`src/sv/mwc_random_range_generator_defines.svh`:
```
// Assertion macros shared by the range generator RTL.
`ifndef MWC_RANDOM_RANGE_GENERATOR_DEFINES_SVH
`define MWC_RANDOM_RANGE_GENERATOR_DEFINES_SVH

// Clocked property on clk_i, disabled while rst_ni is low.
`define MWC_ASSERT_CLK(lbl, prop, msg) \
  lbl: assert property (@(posedge clk_i) disable iff (!rst_ni) (prop)) else $error(msg);

// A condition in one cycle implies a condition in the next cycle.
`define MWC_ASSERT_NEXT(lbl, pre, post, msg) \
  `MWC_ASSERT_CLK(lbl, (pre) |=> (post), msg)

`endif

```
`src/sv/mwcrrg_pkg.sv`:
```
// Package with types and constants of the multiply-with-carry range generator.
`timescale 1ns / 1ps
`default_nettype none

package mwcrrg_pkg;

  localparam int unsigned WordWidth = 32;
  localparam int unsigned HalfWidth = 16;
  localparam int unsigned CfgIndexWidth = 8;
  localparam int unsigned StepCountWidth = $clog2(WordWidth);

  // Generator constants.
  localparam logic [HalfWidth-1:0] ZMult = 16'd36969;
  localparam logic [HalfWidth-1:0] WMult = 16'd18000;
  localparam logic [WordWidth-1:0] WInit = 32'd521288629;
  localparam logic [WordWidth-1:0] ZInit = 32'd362436069;

  // Configuration register indexes.
  localparam logic [CfgIndexWidth-1:0] RegSeedW = 8'd0;
  localparam logic [CfgIndexWidth-1:0] RegSeedZ = 8'd1;

  // Sequencer states.
  typedef enum logic [1:0] {
    ST_IDLE,
    ST_DRAW,
    ST_DIVIDE,
    ST_FINISH
  } seq_state_e;

  // Configuration write as seen by the generator state.
  typedef struct packed {
    logic                     en;
    logic [CfgIndexWidth-1:0] index;
    logic [WordWidth-1:0]     data;
  } cfg_wr_t;

  // Status of the divider.
  typedef struct packed {
    logic busy;
    logic done;
  } div_status_t;

endpackage

`default_nettype wire

```
`src/sv/mwcrrg_state.sv`:
```
// Generator state: the two multiply-with-carry halves and their seed loads.
`timescale 1ns / 1ps
`default_nettype none

module mwcrrg_state
  import mwcrrg_pkg::*;
(
  input  wire logic                 clk_i,
  input  wire logic                 rst_ni,
  input  wire cfg_wr_t              cfg_wr_i,
  input  wire logic                 draw_i,
  output logic     [WordWidth-1:0]  raw_next_o
);

  logic [WordWidth-1:0] half_w_q, half_w_d;
  logic [WordWidth-1:0] half_z_q, half_z_d;
  logic [WordWidth-1:0] z_step, w_step;

  // One step of each half: a 16x16 product plus the carry half.
  assign z_step = ({{HalfWidth{1'b0}}, ZMult} * {{HalfWidth{1'b0}}, half_z_q[HalfWidth-1:0]})
                + {{HalfWidth{1'b0}}, half_z_q[WordWidth-1:HalfWidth]};
  assign w_step = ({{HalfWidth{1'b0}}, WMult} * {{HalfWidth{1'b0}}, half_w_q[HalfWidth-1:0]})
                + {{HalfWidth{1'b0}}, half_w_q[WordWidth-1:HalfWidth]};

  // Word of the draw that is being made this cycle.
  assign raw_next_o = {z_step[HalfWidth-1:0], {HalfWidth{1'b0}}} + w_step;

  // A nonzero seed write reloads its half; a draw advances both halves only when no configuration write is present.
  always_comb begin
    half_w_d = half_w_q;
    half_z_d = half_z_q;
    if (cfg_wr_i.en) begin
      if (cfg_wr_i.index == RegSeedW && cfg_wr_i.data != '0) begin
        half_w_d = cfg_wr_i.data;
      end
      if (cfg_wr_i.index == RegSeedZ && cfg_wr_i.data != '0) begin
        half_z_d = cfg_wr_i.data;
      end
    end else if (draw_i) begin
      half_w_d = w_step;
      half_z_d = z_step;
    end
  end

  always_ff @(posedge clk_i or negedge rst_ni) begin
    if (!rst_ni) begin
      half_w_q <= WInit;
      half_z_q <= ZInit;
    end else begin
      half_w_q <= half_w_d;
      half_z_q <= half_z_d;
    end
  end

endmodule

`default_nettype wire

```
`src/sv/mwcrrg_divider.sv`:
```
// Restoring divider that gives the remainder, one bit per cycle.
`timescale 1ns / 1ps
`default_nettype none

module mwcrrg_divider
  import mwcrrg_pkg::*;
(
  input  wire logic                 clk_i,
  input  wire logic                 rst_ni,
  input  wire logic                 start_i,
  input  wire logic [WordWidth-1:0] dividend_i,
  input  wire logic [WordWidth-1:0] divisor_i,
  output div_status_t               status_o,
  output logic      [WordWidth-1:0] remainder_o
);

  localparam logic [StepCountWidth-1:0] LastStep = StepCountWidth'(WordWidth - 1);

  logic                      busy_q, busy_d;
  logic                      done_q, done_d;
  logic [StepCountWidth-1:0] cnt_q, cnt_d;
  logic [WordWidth-1:0]      rem_q, rem_d;
  logic [WordWidth-1:0]      dvd_q, dvd_d;
  logic [WordWidth-1:0]      dvs_q, dvs_d;
  logic [WordWidth:0]        trial;
  logic [WordWidth:0]        diff;

  // Bring down the next dividend bit and try to subtract the divisor.
  assign trial = {rem_q, dvd_q[WordWidth-1]};
  assign diff  = trial - {1'b0, dvs_q};

  always_comb begin
    busy_d = busy_q;
    done_d = 1'b0;
    cnt_d  = cnt_q;
    rem_d  = rem_q;
    dvd_d  = dvd_q;
    dvs_d  = dvs_q;
    if (start_i) begin
      busy_d = 1'b1;
      cnt_d  = '0;
      rem_d  = '0;
      dvd_d  = dividend_i;
      dvs_d  = divisor_i;
    end else if (busy_q) begin
      // The remainder stays below the divisor, so it fits in one word.
      rem_d = diff[WordWidth] ? trial[WordWidth-1:0] : diff[WordWidth-1:0];
      dvd_d = {dvd_q[WordWidth-2:0], 1'b0};
      cnt_d = cnt_q + 1'b1;
      if (cnt_q == LastStep) begin
        busy_d = 1'b0;
        done_d = 1'b1;
      end
    end
  end

  always_ff @(posedge clk_i or negedge rst_ni) begin
    if (!rst_ni) begin
      busy_q <= 1'b0;
      done_q <= 1'b0;
      cnt_q  <= '0;
    end else begin
      busy_q <= busy_d;
      done_q <= done_d;
      cnt_q  <= cnt_d;
    end
  end

  always_ff @(posedge clk_i) begin
    rem_q <= rem_d;
    dvd_q <= dvd_d;
    dvs_q <= dvs_d;
  end

  assign status_o.busy = busy_q;
  assign status_o.done = done_q;
  assign remainder_o   = rem_q;

endmodule

`default_nettype wire

```
`src/sv/mwc_random_range_generator.sv`:
```
// Multiply-with-carry random generator that maps each draw into a requested range.
//
// Input channel (in_valid_i / in_ready_o) takes one word with range_low_i and
// range_high_i. Output channel (out_valid_o / out_ready_i) returns one word per
// input word: ranged_value_o, raw_value_o, coin_o and drew_o.
// Configuration channel (cfg_valid_i / cfg_ready_o) writes seed_w (index 0) or
// seed_z (index 1); a nonzero seed reloads that half of the generator. Other
// indexes are ignored. Write configuration only while the block is idle.
// A non-empty range passes from acceptance through a draw, the restoring
// divider that reduces the draw modulo the span, the addition of the lower
// bound and the load of the output register before out_valid_o rises. An
// empty range (low >= high) makes no draw. One word is in work at a time;
// in_ready_o is high only while the sequencer is idle, so a new word is taken
// only after the last one has been loaded into the output register.
// The output register holds a finished word while the receiver stalls, and
// the next word may be accepted and worked on meanwhile; its result waits
// in the sequencer until the output register is free.
// Reset returns both halves to their default seeds and empties the block.
`timescale 1ns / 1ps
`default_nettype none

`include "mwc_random_range_generator_defines.svh"

module mwc_random_range_generator
  import mwcrrg_pkg::*;
(
  input  wire logic                     clk_i,
  input  wire logic                     rst_ni,
  input  wire logic                     cfg_valid_i,
  output logic                          cfg_ready_o,
  input  wire logic [CfgIndexWidth-1:0] cfg_index_i,
  input  wire logic [WordWidth-1:0]     cfg_data_i,
  input  wire logic                     in_valid_i,
  output logic                          in_ready_o,
  input  wire logic [WordWidth-1:0]     range_low_i,
  input  wire logic [WordWidth-1:0]     range_high_i,
  output logic                          out_valid_o,
  input  wire logic                     out_ready_i,
  output logic      [WordWidth-1:0]     ranged_value_o,
  output logic      [WordWidth-1:0]     raw_value_o,
  output logic                          coin_o,
  output logic                          drew_o
);

  seq_state_e           state_q, state_d;
  cfg_wr_t              cfg_wr;
  div_status_t          div_stat;
  logic                 draw;
  logic                 div_start;
  logic                 in_accept;
  logic [WordWidth-1:0] raw_next;
  logic [WordWidth-1:0] remainder;

  // Work registers of the word in flight.
  logic [WordWidth-1:0] lo_q, lo_d;
  logic [WordWidth-1:0] span_q, span_d;
  logic [WordWidth-1:0] ranged_q, ranged_d;
  logic [WordWidth-1:0] raw_q, raw_d;
  logic                 drew_q, drew_d;

  // Output register.
  logic                 out_valid_q, out_valid_d;
  logic [WordWidth-1:0] out_ranged_q, out_ranged_d;
  logic [WordWidth-1:0] out_raw_q, out_raw_d;
  logic                 out_drew_q, out_drew_d;

  // Configuration writes are always taken.
  assign cfg_ready_o  = 1'b1;
  assign cfg_wr.en    = cfg_valid_i & cfg_ready_o;
  assign cfg_wr.index = cfg_index_i;
  assign cfg_wr.data  = cfg_data_i;

  mwcrrg_state u_state (
    .clk_i      (clk_i),
    .rst_ni     (rst_ni),
    .cfg_wr_i   (cfg_wr),
    .draw_i     (draw),
    .raw_next_o (raw_next)
  );

  mwcrrg_divider u_divider (
    .clk_i       (clk_i),
    .rst_ni      (rst_ni),
    .start_i     (div_start),
    .dividend_i  (raw_next),
    .divisor_i   (span_q),
    .status_o    (div_stat),
    .remainder_o (remainder)
  );

  assign in_ready_o = (state_q == ST_IDLE);
  assign in_accept  = in_valid_i & in_ready_o;

  // Sequencer: next state, control strobes and register updates.
  always_comb begin
    state_d      = state_q;
    draw         = 1'b0;
    div_start    = 1'b0;
    lo_d         = lo_q;
    span_d       = span_q;
    ranged_d     = ranged_q;
    raw_d        = raw_q;
    drew_d       = drew_q;
    out_valid_d  = out_valid_q & ~out_ready_i;
    out_ranged_d = out_ranged_q;
    out_raw_d    = out_raw_q;
    out_drew_d   = out_drew_q;
    case (state_q)
      ST_IDLE: begin
        if (in_accept) begin
          lo_d   = range_low_i;
          span_d = range_high_i - range_low_i;
          if (range_low_i >= range_high_i) begin
            // Empty range: the lower bound comes back and no draw is made.
            ranged_d = range_low_i;
            raw_d    = '0;
            drew_d   = 1'b0;
            state_d  = ST_FINISH;
          end else begin
            state_d = ST_DRAW;
          end
        end
      end
      ST_DRAW: begin
        draw      = 1'b1;
        div_start = 1'b1;
        raw_d     = raw_next;
        drew_d    = 1'b1;
        state_d   = ST_DIVIDE;
      end
      ST_DIVIDE: begin
        if (div_stat.done) begin
          ranged_d = lo_q + remainder;
          state_d  = ST_FINISH;
        end
      end
      ST_FINISH: begin
        if (!out_valid_q || out_ready_i) begin
          out_valid_d  = 1'b1;
          out_ranged_d = ranged_q;
          out_raw_d    = raw_q;
          out_drew_d   = drew_q;
          state_d      = ST_IDLE;
        end
      end
      default: begin
        state_d = ST_IDLE;
      end
    endcase
  end

  always_ff @(posedge clk_i or negedge rst_ni) begin
    if (!rst_ni) begin
      state_q     <= ST_IDLE;
      out_valid_q <= 1'b0;
    end else begin
      state_q     <= state_d;
      out_valid_q <= out_valid_d;
    end
  end

  always_ff @(posedge clk_i) begin
    lo_q         <= lo_d;
    span_q       <= span_d;
    ranged_q     <= ranged_d;
    raw_q        <= raw_d;
    drew_q       <= drew_d;
    out_ranged_q <= out_ranged_d;
    out_raw_q    <= out_raw_d;
    out_drew_q   <= out_drew_d;
  end

  assign out_valid_o    = out_valid_q;
  assign ranged_value_o = out_ranged_q;
  assign raw_value_o    = out_raw_q;
  assign coin_o         = out_raw_q[0];
  assign drew_o         = out_drew_q;

  // Checks on the sequencer and the result word.
  `MWC_ASSERT_CLK(a_nodraw_zero, (out_valid_o && !drew_o) |-> (raw_value_o == '0 && !coin_o), "word without a draw carries a nonzero raw value")
  `MWC_ASSERT_CLK(a_done_in_divide, div_stat.done |-> (state_q == ST_DIVIDE), "divider finished outside the divide state")
  `MWC_ASSERT_CLK(a_busy_in_divide, div_stat.busy |-> (state_q == ST_DIVIDE), "divider busy outside the divide state")
  `MWC_ASSERT_NEXT(a_draw_follows, (in_accept && range_low_i < range_high_i), (state_q == ST_DRAW), "non-empty range did not start a draw")
  `MWC_ASSERT_NEXT(a_empty_skips, (in_accept && range_low_i >= range_high_i), (state_q == ST_FINISH), "empty range did not go straight to finish")

endmodule

`default_nettype wire
```
`config.mk`:
```
export PLATFORM = sky130hd
export DESIGN_NAME = mwc_random_range_generator
export DESIGN_NICKNAME = d
export VERILOG_FILES = /design/src/sv/mwcrrg_pkg.sv /design/src/sv/mwcrrg_state.sv /design/src/sv/mwcrrg_divider.sv /design/src/sv/mwc_random_range_generator.sv
export VERILOG_INCLUDE_DIRS = /design/src /design/src/sv
export SDC_FILE = /design/constraint.sdc
export NUM_CORES = 1
export LEC_CHECK = 0
export ABC_AREA = 1
export BUFFER_PORTS_ARGS = -buffer_cell sky130_fd_sc_hd__buf_2
export CORE_UTILIZATION = 55
export CTS_CLUSTER_DIAMETER = 100
export DETAILED_ROUTE_END_ITERATION = 10
export PLACE_DENSITY_LB_ADDON = 0.12
export SLEW_MARGIN = 40
export SYNTH_ARGS = -nofsm -noshare
export SYNTH_HDL_FRONTEND = slang
export SYNTH_HIERARCHICAL = 1
export SYNTH_SLANG_ARGS = --single-unit
```
`constraint.sdc`:
```
create_clock -name clk_i -period 5.9 [get_ports clk_i]
set_clock_uncertainty 0.1 [all_clocks]
set_input_delay 0.59 -clock clk_i [delete_from_list [all_inputs] [get_ports clk_i]]
set_output_delay 0.59 -clock clk_i [all_outputs]
set_load 0.02 [all_outputs]
```
**Word-level counts from Yosys, hierarchy flattened**

Index checks and enable logic that the tools add are counted.

- Bits of input ports: 109
- Register bits: 364
- Output and inout bits: 69

- Add/sub/neg operators: 7
- Multiplexer cells: 35
- Bitwise operators: 3
- $mul: 2
- Equal/unequal tests: 11
- Reductions and logical operators: 18
- Order comparisons: 1

Operators by type and width:

| operator | number |
|---|---|
| $mux W32 | 14 |
| $pmux W32 S2 | 2 |
| $add A32 B32 Y32 | 2 |
| $sub A33 B32 Y33 | 1 |
| $add A31 B16 Y32 | 1 |
| $add A32 B16 Y32 | 1 |
| $ge A32 B32 Y1 | 1 |
| $mul A16 B16 Y32 const A | 1 |
| $reduce_bool A32 Y1 | 1 |
| $sub A32 B32 Y32 | 1 |
| $mul A11 B16 Y27 const A | 1 |
| $mux W1 | 11 |
| $mux W5 | 2 |
| $ne A2 B1 Y1 const B | 5 |
| $eq A8 B1 Y1 const B | 1 |
| $logic_not A8 Y1 | 1 |
| $mux W2 | 4 |
| $pmux W2 S4 | 1 |
| $reduce_and A2 Y1 | 4 |
| $reduce_bool A2 Y1 | 4 |
| $reduce_and A3 Y1 | 2 |
| $add A5 B1 Y5 const B | 1 |
| $eq A5 B5 Y1 const B | 1 |
| $eq A2 B2 Y1 const B | 2 |
| other kinds (10) | 12 |

**Depth between registers and ports, before layout**

Gate-level depths: netlist of run 1.

- Word-level depth: 4
- Mapped depth: 42
- Gate-level depth less buffers: 42

**Hierarchy**

Netlist of run 1, hierarchy kept.

By module, submodules not included:

| module | area each (um2) | instances | cells an instance |
|---|---|---|---|
| mwcrrg_state | 12597.1 | 1 | 1682 |
| mwc_random_range_generator | 11243.3 | 1 | 1298 |
| mwcrrg_divider | 6986.7 | 1 | 1030 |

**Worst setup path before layout of run 1**

OpenSTA, ideal clock, no wires.

- Path type: reg-to-reg
- Start point: reg u_state.half_w_q[4]
- End point: reg u_divider.dvd_q[31], data pin
- Stages on the path, launching flop included: 42
- Path slack: -453 ps
- Setup time: 252 ps
- Clock period less this slack: 6353 ps
- Data arrival time: 6001 ps
- Data required time: 5548 ps
- Path buffers: 0
- Path through: dfstp_2 > ha_1 > ha_1 > ha_1 > fa_1 > inv_1 > fa_1 > inv_1 > ha_1 > nand2_1 > inv_1 > nand2_1 > nand2_1 > inv_1 > nand2_1 > xor2_1 > ha_1 > nand2_1 > [... 6 more ...] > nor2_4 > nand3_1 > nand2_1 > and2_1 > ha_1 > a21o_1 > nor2_1 > nand3_1 > nand3_1 > nand2_1 > a21oi_1 > inv_1 > a21oi_1 > inv_1 > nand2_1 > nand2_1 > nand2_1 > nand2_1

- Longest elaborated chain between the ends: 4

RTL lines:

| item | RTL line | text |
|---|---|---|
| from (decl) | mwcrrg_state.sv:15 | `logic [WordWidth-1:0] half_w_q, half_w_d;` |
| from (signal assigned) | mwcrrg_state.sv:47 | `half_w_q <= WInit;` |
| from (signal assigned) | mwcrrg_state.sv:50 | `half_w_q <= half_w_d;` |
| $mul A11 B16 Y27 | mwcrrg_state.sv:22 | `assign w_step = ({{HalfWidth{1'b0}}, WMult} * {{HalfWidth{1'b0}}, half_w_q[HalfWidth-1:0]})` |
| $add A31 B16 Y32 | mwcrrg_state.sv:23 | `+ {{HalfWidth{1'b0}}, half_w_q[WordWidth-1:HalfWidth]};` |
| $add A32 B32 Y32 | mwcrrg_state.sv:26 | `assign raw_next_o = {z_step[HalfWidth-1:0], {HalfWidth{1'b0}}} + w_step;` |
| via raw_next[31] | mwc_random_range_generator.sv:51 | `logic [WordWidth-1:0] raw_next;` |
| $mux W32 | mwcrrg_divider.sv:39 | `if (start_i) begin` |
| via u_divider.dvd_d[31] | mwcrrg_divider.sv:23 | `logic [WordWidth-1:0] dvd_q, dvd_d;` |
| to (signal assigned) | mwcrrg_divider.sv:71 | `dvd_q <= dvd_d;` |
| to (decl) | mwcrrg_divider.sv:23 |  |

The timed path passes the listed nets, and every way through them passes these cells.
A chain may end at the register's enable or synchronous reset.

**Worst setup path in the final report of run 1**

- Start point: reg u_state.half_w_q[5]
- End point: reg u_divider.dvd_q[31], data pin

Same word-level chain as after synthesis.

==> results of run 1 <==
[through the flow]
stage	hold slack, ns	cells	utilization	cell area (sq um)	setup TNS, ns
floorplan	0.194	4009	-	31000	-0.456
global placement	0.301	5052	0.613	33800	-2.83
detailed placement	0.305	5054	0.614	33900	-5.36
CTS	0.0843	5157	0.650	35900	-3.55
global route	0.103	5167	0.655	36200	-13.97
finish	0.104	5167	0.655	36200	-7.53
[placed cells by master (no fill, tap or decap), types with 15 or more instances in the layout]
cell type and instances:
buf_2 175, inv_1 764, nand2_1 1198, dfxtp_1 32
a31oi_1 51, xor2_1 45, buf_4 198, ha_1 349
dfstp_2 33, clkbuf_16 42, nor2_2 29, a21oi_1 153
inv_2 28, o21bai_1 15, nand4_1 23, nand2_2 71
xnor2_1 32, nor3_1 34, o21ai_0 58, dfrtp_1 41
ha_4 20, nand3_1 192, fa_1 91, nor2_1 257
edfxtp_1 258
[layer usage]
| metal | vias to the layer above | routed length, microns | GRT usage |
|---|---|---|---|
| met5 | - | 0 | 0 |
| met4 | 0 | 4820 | 0.156 |
| met3 | 232 | 5400 | 0.0487 |
| met2 | 798 | 44600 | 0.563 |
| met1 | 12300 | 36500 | 0.382 |
| li1 | 13400 | - | - |
[cell type report]
type | count | area share
multi-input cells | 2793 | 0.496
flip-flops and latches | 364 | 0.284
inverters | 794 | 0.0824
repair buffers | 391 | 0.0720
clock buffers | 54 | 0.0320
well taps | 748 | 0.0259
clock inverters | 23 | 0.00716
[how the worst min path moves through the flow]
stage          slack (ns)  cells after the start                   start                            to
2_1_floorplan        0.19                      0                  rst_ni         out_valid_o$_DFF_PN0_
3_3_place_gp         0.30                      0   ranged_q[6]$_DFFE_PP_   ranged_value_o[6]$_DFFE_PP_
3_5_place_dp         0.30                      0  ranged_q[27]$_DFFE_PP_  ranged_value_o[27]$_DFFE_PP_
4_1_cts              0.08                      1         range_low_i[12]            lo_q[12]$_DFFE_PP_
5_1_grt              0.10                      1         range_low_i[20]            lo_q[20]$_DFFE_PP_
6_report             0.10                      1         range_low_i[20]            lo_q[20]$_DFFE_PP_
[sequential cells by signal (all words and copies together) (netlist names)]
register and count:
u_divider/remainder_o 32, u_divider/cnt_q 5, u_divider/busy_q 1, ranged_q 32
u_divider/dvd_q 32, drew_q 1, lo_q 32, ranged_value_o 32
u_state/half_w_q 32, u_divider/dvs_q 32, state_q 2, u_divider/done_q 1
out_valid_o 1, raw_q 32, span_q 32, raw_value_o 32
drew_o 1, u_state/half_z_q 32
[what timing repair did]
item	4_1_cts	5_1_grt
gates cloned	0	0
gates resized for setup	64	53
pin swaps	39	60
hold buffers	1	0
hold endpoints to repair	10	0
buffers inserted	29	10
endpoints found under the setup margin	22	28
==> metrics, run 1 <==
outcome=finished with violations; violated checks=setup timing; number of detailed-routing iterations run before antenna repair=6; final cycle utilization of the critical path=1.09; average cell area after synthesis=7.69 sq um; DPL Wire Length=74,500 microns; endpoint of the worst-slack reg-to-reg timing path=u_divider/dvd_q[31]$_DFFE_PP_; area added between synthesis and finish=17.3%; type of the worst setup path=register to register; final routed DRC violation total=0; upper clock frequency limit=155 MHz; synthesized netlist cell count=4,009; Max stage delay on crit path=0.58 ns; final weighted congestion of routability-driven global placement=0.991; antenna viol nets, final=0; Worst R2R Setup Slack=-0.55 ns; clock tree sinks=364; site row count=86; cell with the largest stage delay on the worst path=dfstp_2; CTS Root Cell=clkbuf_16; unrepaired setup endpoints after global routing=true; worst hold path class=primary input to register; DR vias/cell=5.19; maximum net fanout on the critical path=4; number of levels in the clock H-tree=2; Worst Max-Slew Pin Slew=0.803 ns; initial antenna violation count=0; wire length of the first global-routing pass=139,000 microns; maximum number of pins on one net before global-route repair=67; Die H=239 microns; required time reported for the critical path endpoint=6.12 ns; final setup violation count=24; TritonCTS clock tree=yes; routed len/inst=17.7 microns; Final Routed Wirelength=91,300 microns; min cycle time layout=6.45 ns; Overflow after GRT=0; Hold Violations, Final=0; Ys Warns=6; num ports=178; area occupied by registers=10,300 sq um; initial standard-cell utilization of the core=0.558; vias in the first global route=25,900; most used cell along the critical path=nand2_1; die area=57,000 sq um; CTS clock-pin slew for the worst setup and hold paths=0.06 ns; logic depth of the worst path, buffers included=38; Filler Cells Inserted=4,828; area of the core region=55,200 sq um; Initial DRC Count=1,853; termination of the worst setup path=u_divider/dvd_q[31]$_DFFE_PP_; Reg2Reg Depth=38; post-place setup slack=-0.416 ns; Bufs and invs on worst path=7; crit path capture type=register; number of nets in the synthesized netlist=4,579; startpoint types=register; slack of the critical path=-0.555 ns; die width=239 microns; final layout net count=4,956; clock latency on the worst-skew pair=0.59 ns; buffer levels on the longest clock path=3; critical register-to-register path startpoint=u_state/half_w_q[5]$_DFFE_PN1P_; worst path arrival time=6.68 ns; CTS buffer count=42; Slew HR=0.463; cell area after technology mapping=30,800 sq um; crit path from=u_state/half_w_q[5]$_DFFE_PN1P_; kind of cell adding the most delay to the critical path=adder cells; total count of max-transition violations in the final report=0; final antenna diode count=0; area of the multi-input gates=17,900 sq um; count of input and output buffers=176; fraction of final layout cells sized beyond drive strength 1=0.167; global-route total usage across every layer=0.321; Max-cap violations=0; via count=26,800
Power of run 1 is left out: the tool's default activity adds up to more than one toggle a clock period on the data nets, which glitch-free logic cannot reach.
==> inputs of run 2 (changes only) <==
- clock period: 5.9 -> 7.35 ns (I/O delays scaled with it)
==> metrics, run 2 (synthesized netlist as in run 1, its figures left out) <==
site row count=86; Hold Violations, Final=0; type of the worst setup path=register to register; initial standard-cell utilization of the core=0.558; num ports=178; Slew HR=0.428; via count=25,800; number of detailed-routing iterations run before antenna repair=6; DPL Wire Length=70,800 microns; startpoint types=register; Worst R2R Setup Slack=0.56 ns; upper clock frequency limit=147 MHz; buffer levels on the longest clock path=3; min cycle time layout=6.79 ns; global-route total usage across every layer=0.304; CTS buffer count=42; final weighted congestion of routability-driven global placement=0.994; die area=57,000 sq um; maximum number of pins on one net before global-route repair=65; CTS clock-pin slew for the worst setup and hold paths=0.07 ns; final setup violation count=0; final cycle utilization of the critical path=0.924; total count of max-transition violations in the final report=0; Final Routed Wirelength=85,500 microns; final layout net count=4,757; wire length of the first global-routing pass=132,000 microns; worst hold path class=primary input to register; cell with the largest stage delay on the worst path=dfstp_2; clock latency on the worst-skew pair=0.59 ns; clock tree sinks=364; area of the core region=55,200 sq um; Hold Path Cell Cnt=1; most used cell along the critical path=nand2_1; area added between synthesis and finish=10.5%; vias in the first global route=24,400; antenna viol nets, final=0; unrepaired setup endpoints after global routing=false; DR vias/cell=5.18; Reg2Reg Depth=39; CTS Root Cell=clkbuf_16; outcome=complete, no violations; TritonCTS clock tree=yes; Max-cap violations=0; Initial DRC Count=1,784; most common library cell in the layout ignoring fill and taps=nand2_1; required time reported for the critical path endpoint=7.58 ns; final routed DRC violation total=0; crit path capture type=register; routed len/inst=17.2 microns; Max stage delay on crit path=0.59 ns; number of levels in the clock H-tree=2; worst path arrival time=7.02 ns; count of input and output buffers=176; fraction of final layout cells sized beyond drive strength 1=0.104; initial antenna violation count=0; Worst Max-Slew Pin Slew=0.855 ns; leading cell types in the layout, fill and taps excluded=nand2_1, inv_1, ha_1; final setup TNS=0 ns; Die H=239 microns; final antenna diode count=0; die width=239 microns; maximum net fanout on the critical path=6; Overflow after GRT=0
[run 2: cell count changes in the layout (fill, tap and decap cells not counted), sizes merged]
| cell | before | now |
|---|---|---|
| clkinv | 13 | 10 |
| buf | 390 | 190 |
| inv | 798 | 796 |
| clkbuf | 54 | 56 |
| bufinv | 4 | 7 |
| clkinvlp | 2 | 3 |
[run 2: path summary, 6_finish.rpt]
kind	endpoint	startpoint
worst max-delay path	u_divider/dvd_q[31]$_DFFE_PP_	u_state/half_w_q[4]$_DFFE_PN1P_
worst max register to register	u_divider/dvd_q[31]$_DFFE_PP_	u_state/half_w_q[4]$_DFFE_PN1P_
min in group asynchronous	u_state/half_w_q[31]$_DFFE_PN0P_	rst_ni
worst min-delay path	lo_q[19]$_DFFE_PP_	range_low_i[19]
worst min register to register	u_divider/dvs_q[19]$_DFFE_PP_	span_q[19]$_DFFE_PP_
max in group asynchronous	u_state/half_z_q[27]$_DFFE_PN0P_	rst_ni
[run 2: layer usage]
metal / routed length (microns) / part of all wire / up-vias / track usage
li1: - / - / 13000 / -
met1: 36200 / 0.42 / 11800 / 0.390
met2: 40200 / 0.47 / 737 / 0.506
met3: 4480 / 0.052 / 201 / 0.0365
met4: 4590 / 0.054 / 0 / 0.156
met5: 0 / 0 / - / 0
[run 2: layout make-up]
type,count,area (sq um)
fill,5026,21200
multi-input combinational,2793,17300
sequential,364,10300
inverter,794,2980
clock buffer,55,1140
timing repair buffer,192,1050
tap,748,936
clock inverter,22,335
[run 2: metrics by stage]
stage	setup slack (ns)	cell area, sq um	utilization	std cells	hold slack [ns]
2_1_floorplan	0.997	30800	-	4009	0.300
3_3_place_gp	0.546	32500	0.588	4886	0.300
3_5_place_dp	0.423	32500	0.589	4889	0.305
4_1_cts	0.407	34000	0.616	4967	0.215
5_1_grt	0.0519	34000	0.617	4968	0.226
6_report	0.560	34000	0.617	4968	0.241
[run 2: critical path: cells and delay by family (launching register included)]
kind | cells | cell delay, ns
adders and majority gates | 8 | 2.80
and+or+nand+nor | 22 | 2.21
DFF | 1 | 0.59
AOI/OAI and AO/OA | 4 | 0.59
buffers and inverters | 4 | 0.20
xor gates and xnor gates | 1 | 0.09
[run 2: repair_timing]
item,CTS,global route
gates resized for setup,0,6
hold endpoints to repair,12,0
buffers inserted,0,0
hold buffers,1,0
endpoints found under the setup margin,0,4
Power of run 2 is left out for the same reason.
